File: config.mk
export PLATFORM = sky130hd
export DESIGN_NAME = qvr_fifo2
export DESIGN_NICKNAME = d
export VERILOG_FILES = /design/src/qvr_fifo2.sv
export SDC_FILE = /design/constraint.sdc
export NUM_CORES = 1
export LEC_CHECK = 0
export BUFFER_PORTS_ARGS = -buffer_cell sky130_fd_sc_hd__buf_4
export CAP_MARGIN = 25
export CORE_AREA = 2 2 39 41
export CTS_CLUSTER_SIZE = 30
export DETAILED_ROUTE_END_ITERATION = 12
export DIE_AREA = 0 0 41 43
export REMOVE_ABC_BUFFERS = 1
export SYNTH_ARGS = -nofsm -noshare
export SYNTH_HDL_FRONTEND = slang
export SYNTH_SLANG_ARGS = --single-unit
export TNS_END_PERCENT = 100
File: constraint.sdc
create_clock -name aclk -period 2.8 [get_ports aclk]
set_input_delay 0.14 -clock aclk [delete_from_list [all_inputs] [get_ports aclk]]
set_output_delay 0.14 -clock aclk [all_outputs]
set_load 0.05 [all_outputs]
File: src/qvr_fifo2.sv
// ----------------------------------------------------------------------------
// qvr_fifo2
// Two-entry queue; ready depends on registered fill only.
// ----------------------------------------------------------------------------
module qvr_fifo2 #(
    parameter type data_t = logic
) (
    input  logic  aclk,
    input  logic  aresetn,
    input  logic  in_valid,
    output logic  in_ready,
    input  data_t in_data,
    output logic  out_valid,
    input  logic  out_ready,
    output data_t out_data
);

    data_t      data_reg [0:1];
    logic       wr_ptr_reg, wr_ptr_next;
    logic       rd_ptr_reg, rd_ptr_next;
    logic [1:0] cnt_reg, cnt_next;
    logic       push, pop;

    assign in_ready  = (cnt_reg != 2'd2);
    assign out_valid = (cnt_reg != 2'd0);
    assign out_data  = data_reg[rd_ptr_reg];
    assign push      = in_valid && in_ready;
    assign pop       = out_valid && out_ready;

    always_comb begin
        wr_ptr_next = wr_ptr_reg ^ push;
        rd_ptr_next = rd_ptr_reg ^ pop;
        cnt_next    = cnt_reg + {1'b0, push} - {1'b0, pop};
    end

    always_ff @(posedge aclk) begin
        if (!aresetn) begin
            wr_ptr_reg <= 1'b0;
            rd_ptr_reg <= 1'b0;
            cnt_reg    <= 2'd0;
        end else begin
            wr_ptr_reg <= wr_ptr_next;
            rd_ptr_reg <= rd_ptr_next;
            cnt_reg    <= cnt_next;
        end
    end

    always_ff @(posedge aclk) begin
        if (push) begin
            data_reg[wr_ptr_reg] <= in_data;
        end
    end

endmodule

Word-level counts from Yosys, hierarchy flattened
Memory sizes are Yosys's and may differ from the RTL's. A register that Yosys moved wholly into a read port is not among the register bits.
Index checks and enable logic that the tools add are counted.
W data, S select, Z words.
Storage, ports and cells
  memories kept: 1
  logic and storage cells: 15
  output and inout bits: 3
  RAM bits: 2
  input bits: 5
  bits in registers: 4
Memories
  data_reg: depth 2, width 1, read ports 1, clocked after memory_dff 1, wr ports 1, line 18  | data_t data_reg [0:1];
Operators by class
  reduce and logical (&&, ||, !) cells: 3
  mux-type cells: 3
  eq/ne operators: 1
  bitwise logic cells: 2
  add/sub/neg operators: 2
Operators with widths (number)
  $mux W1: 3
  $add A2 B1 Y2: 1
  $logic_and A1 B1 Y1: 2
  $ne A2 B2 Y1 const B: 1
  $reduce_bool A2 Y1: 1
  $sub A2 B1 Y2: 1
  $xor A1 B1 Y1: 2

Logic depth before layout (Yosys ltp)
  depth in word-level cells: 4
  depth in mapped cells: 6
  gate-level depth less buffers: 6

Worst setup path before layout
OpenSTA, ideal clock, no wires.
  kind: register -> register
  from: register cnt_reg[0]
  to: memory data_reg[0] (netlist name) (enable)
  data required time: 2.508 ns
  buffers on the path: 0
  cell stages (with the launch flop): 4
  data arrival time: 1.199 ns
  clock period less this slack: 1.492 ns
  path slack: 1.308 ns
  library setup time: 0.292 ns
  cells stage by stage: dfxtp_1 -> nand2b_1 -> and2_1 -> ha_1
Between the ends
  cells in the longest elaborated chain, start to end: 4
Ends and longest elaborated chain
  start: declaration: line 21  | logic [1:0] cnt_reg, cnt_next;
  start signal: assignment: line 44  | cnt_reg <= cnt_next;
  $ne A2 B2 Y1: line 24  | assign in_ready = (cnt_reg != 2'd2);
  named net in_ready: line 11  | output logic in_ready,
  $logic_and A1 B1 Y1: line 27  | assign push = in_valid && in_ready;
  $mux W1: line 49  | if (push) begin
  $mux W1 (not written as such): line 50  | data_reg[wr_ptr_reg] <= in_data;
  end: declaration: line 18
The timed path passes the listed nets, and every way through them passes these cells.

Worst setup path after layout
  from: register cnt_reg[1]
  to: register cnt_reg[1]
Between the ends
  cells in the longest elaborated chain, start to end: 4
  elaborated cells between the ends (all ways): 6
  those cells by class: add/sub (2); eq/ne (1); reduce/logical (3)
Ends and longest elaborated chain
  $ne A2 B2 Y1: line 24
  $logic_and A1 B1 Y1: line 27
  $add A2 B1 Y2: line 33  | cnt_next = cnt_reg + {1'b0, push} - {1'b0, pop};
  $sub A2 B1 Y2 (*): line 33
Mark *: on every way between the ends. The rest lies on a longest branch, timed or not.
A chain may end at the register's enable or synchronous reset.

==> flow_summary_export.csv <==
group,metric,value,unit
timing,drv_slew,0,
logic_synthesis,synth.area.top_cells,"dfxtp_1, edfxtp_1, and2_1",
grt,pin_count_of_the_biggest_net_entering_global_routing,9,
power,power.total,0.3938,mW
finish,fill_cells,153,
timing,finalHoldViolations,0,
grt,grt_use_total,0.08669,
logic_synthesis,synth-seq-cells,7,
routing,detail_route.first_pass.iterations,2,
timing,finalClockSkew,6.176,ps
clock_tree,tritoncts,"done",
grt,grt_overflow,0,
finish,multi_input_comb_area,171.4,sq um
timing,max_slew.worst_pin.slew,248.0,ps
finish,diodes,0,
finish,layout.cells.most_common,"buf_4",
place,portBuffers,7,
power,leakage,0.1920,nW
timing,relSlewSlack,0.8329,
routing,route.detailed.wl_per_inst,9.254,um
setup_path,r2r_slack,1450,ps
setup_path,timing.critical_path.to_type,"register",
grt,grt_antenna_before_repair,0,
clock_tree,cts_max_path_buffers,2,
logic_synthesis,synthesis.yosys.warnings,0,
setup_path,worstSetupPathType,"register to register",
floorplan,ioPinCount,8,
clock_tree,ctsHtreeMaxLevel,1,
setup_path,cp.required,2980,ps
logic_synthesis,seq_total_area_yosys,0.4776,
floorplan,floorplan.die.height,43,um
floorplan,rows,14,
power,ir_worst_vdd,0.3221,mV
finish,finish.net_count,51,
finish,utilization,0.3137,
floorplan,start_util,0.2423,
logic_synthesis,syn_inst,32,
place,dp_hpwl,421.2,um
routing,route.vias.total,259,
clock_tree,clkTransAtPathRegs,50,ps
setup_path,crit_start,"cnt_reg[1]",
finish,mostFrequentLayoutCells,"buf_4, dfxtp_1, and2_1",
routing,ant_nets,0,
floorplan,dieWidth,41,um
timing,setup_viol_count_final,0,
clock_tree,clock_sinks,7,
routing,detail_route.drc_violations,0,
floorplan,die_area,1763,sq um
finish,synthToLayoutAreaGrowth,29.48,%
routing,total_wire_length_after_detailed_routing,546,um
place,gpl_congestion,0.6271,
grt,grt_pass1_wl,945,um
clock_tree,total_cts_buffers,3,
setup_path,crit-reg2reg-launch,"cnt_reg[1]",
clock_tree,clock_latency,250,ps
logic_synthesis,synth_area_per_cell,10.48,sq um
timing,final.min_clock_period,1349,ps
clock_tree,post_cts_hold_buffer_count,0,
clock_tree,ctsResizeCount,0,
timing,setup_repair_after_global_routing_missed_its_margin,"false",
timing,whs,85.59,ps
power,power-per-cell-area,906.9,nW/um^2
finish,post_route_cells_drive_above_1_share,0.2791,
setup_path,worst-path-max-fanout,7,
logic_synthesis,yosysUniqueCellTypes,20,
setup_path,critical_path_arrival,1530,ps
job,maxCapViolations,0,
run_status,outcome,"complete, no violations",
timing,fmax,741.5,MHz
routing,drt-initial-drc-count,1,
setup_path,regToRegEndpoint,"cnt_reg[1]",
logic_synthesis,synth_area_leader_cell,"dfxtp_1",
timing,fin_crit_sh,0.4816,
setup_path,worst_r2r_path_depth,6,
routing,via_density_per_instance,4.390,
clock_tree,clockRootBuffer,"clkbuf_4",
place,detailed_place.area,407.9,sq um
setup_path,crit_end,"cnt_reg[1]",
logic_synthesis,synth_top_area_frac,0.2985,
grt,via_count_of_the_first_global_routing_pass,239,
floorplan,core-area,1384,sq um
logic_synthesis,synth_area,335.3,sq um
timing,setup_total_negative_slack,0,ps
finish,ff_latch_area,160.2,sq um
setup_path,cp-start-kind,"register",
finish,post-route-cell-area,434.2,sq um
clock_tree,post-cts-setup-buffer-count,0,
min_path,hold_path.class,"input pin to register",
min_path,hold_path.startpoint,"in_data",
[worst max-delay path: stages (launching register included)]
cell	delay [ps]
dfxtp_1	420
nor2b_1	70
a211oi_1	210
nor2_1	70
ha_1	180
or2b_1	210
mux2i_1	110
[worst min-delay path by stage]
| stage | to | cells past startpoint |
|---|---|---|
| after floorplan | data_reg[0] | 0 |
| after global placement | data_reg[1] | 1 |
| after detailed placement | data_reg[0] | 1 |
| after CTS | data_reg[0] | 1 |
| after global routing | data_reg[1] | 1 |
| final | data_reg[0] | 1 |
[cells by family (layout without fill, tap and decap cells)]
family                     Yosys count  count (layout)  synth area share
and+or+nand+nor                     14              14            0.2388
DFF                                  7               7            0.4776
AOI/OAI and AO/OA                    5               5            0.1082
adders and majority gates            2               2           0.07461
muxes                                2               2           0.06343
xor gates and xnor gates             1               1           0.02612
buffers and inverters                1              12           0.01118
[synth_stat cells]
library cell,number
nor2b_1,2
and2_1,4
xnor2_1,1
nand2_1,1
a32oi_1,1
nor2_1,2
ha_1,2
and3_1,1
dfxtp_1,5
nand2b_1,1
mux2i_1,1
or2b_1,1
mux2_2,1
or2_2,1
a211oi_1,1
nand3_1,1
edfxtp_1,2
o21ai_0,2
inv_1,1
a21bo_1,1
[per-stage QoR]
step | instances | worst slack (ps)
final | 59 | 1451
after global routing | 59 | 1310
after CTS | 59 | 1432
after detailed placement | 55 | 1455
after global placement | 55 | 1465
after floorplan | 32 | 1308
[report_power, final]
| part | leakage [nW] | internal, mW | switching [mW] |
|---|---|---|---|
| Sequential | 0.0599 | 0.130 | 0.0212 |
| Combinational | 0.117 | 0.0662 | 0.0880 |
| Clock | 0.0150 | 0.0542 | 0.0345 |
| Total | 0.192 | 0.250 | 0.144 |
[final cells by class]
class,count,area share
repair buffers,7,0.1210
well taps,16,0.04611
multi-input cells,24,0.3948
flip-flops and latches,7,0.3689
inverters,1,0.008646
clock buffers,4,0.06052
[metal layers]
layer	GRT usage	share of wire	routed length, um	up-vias
met5	0	0	0	-
met4	0.06000	0	0	0
met3	0.06283	0.064	35	0
met2	0.1156	0.46	252	6
met1	0.09121	0.47	258	120
li1	-	-	-	133
Power figures use the tool's default switching activity.
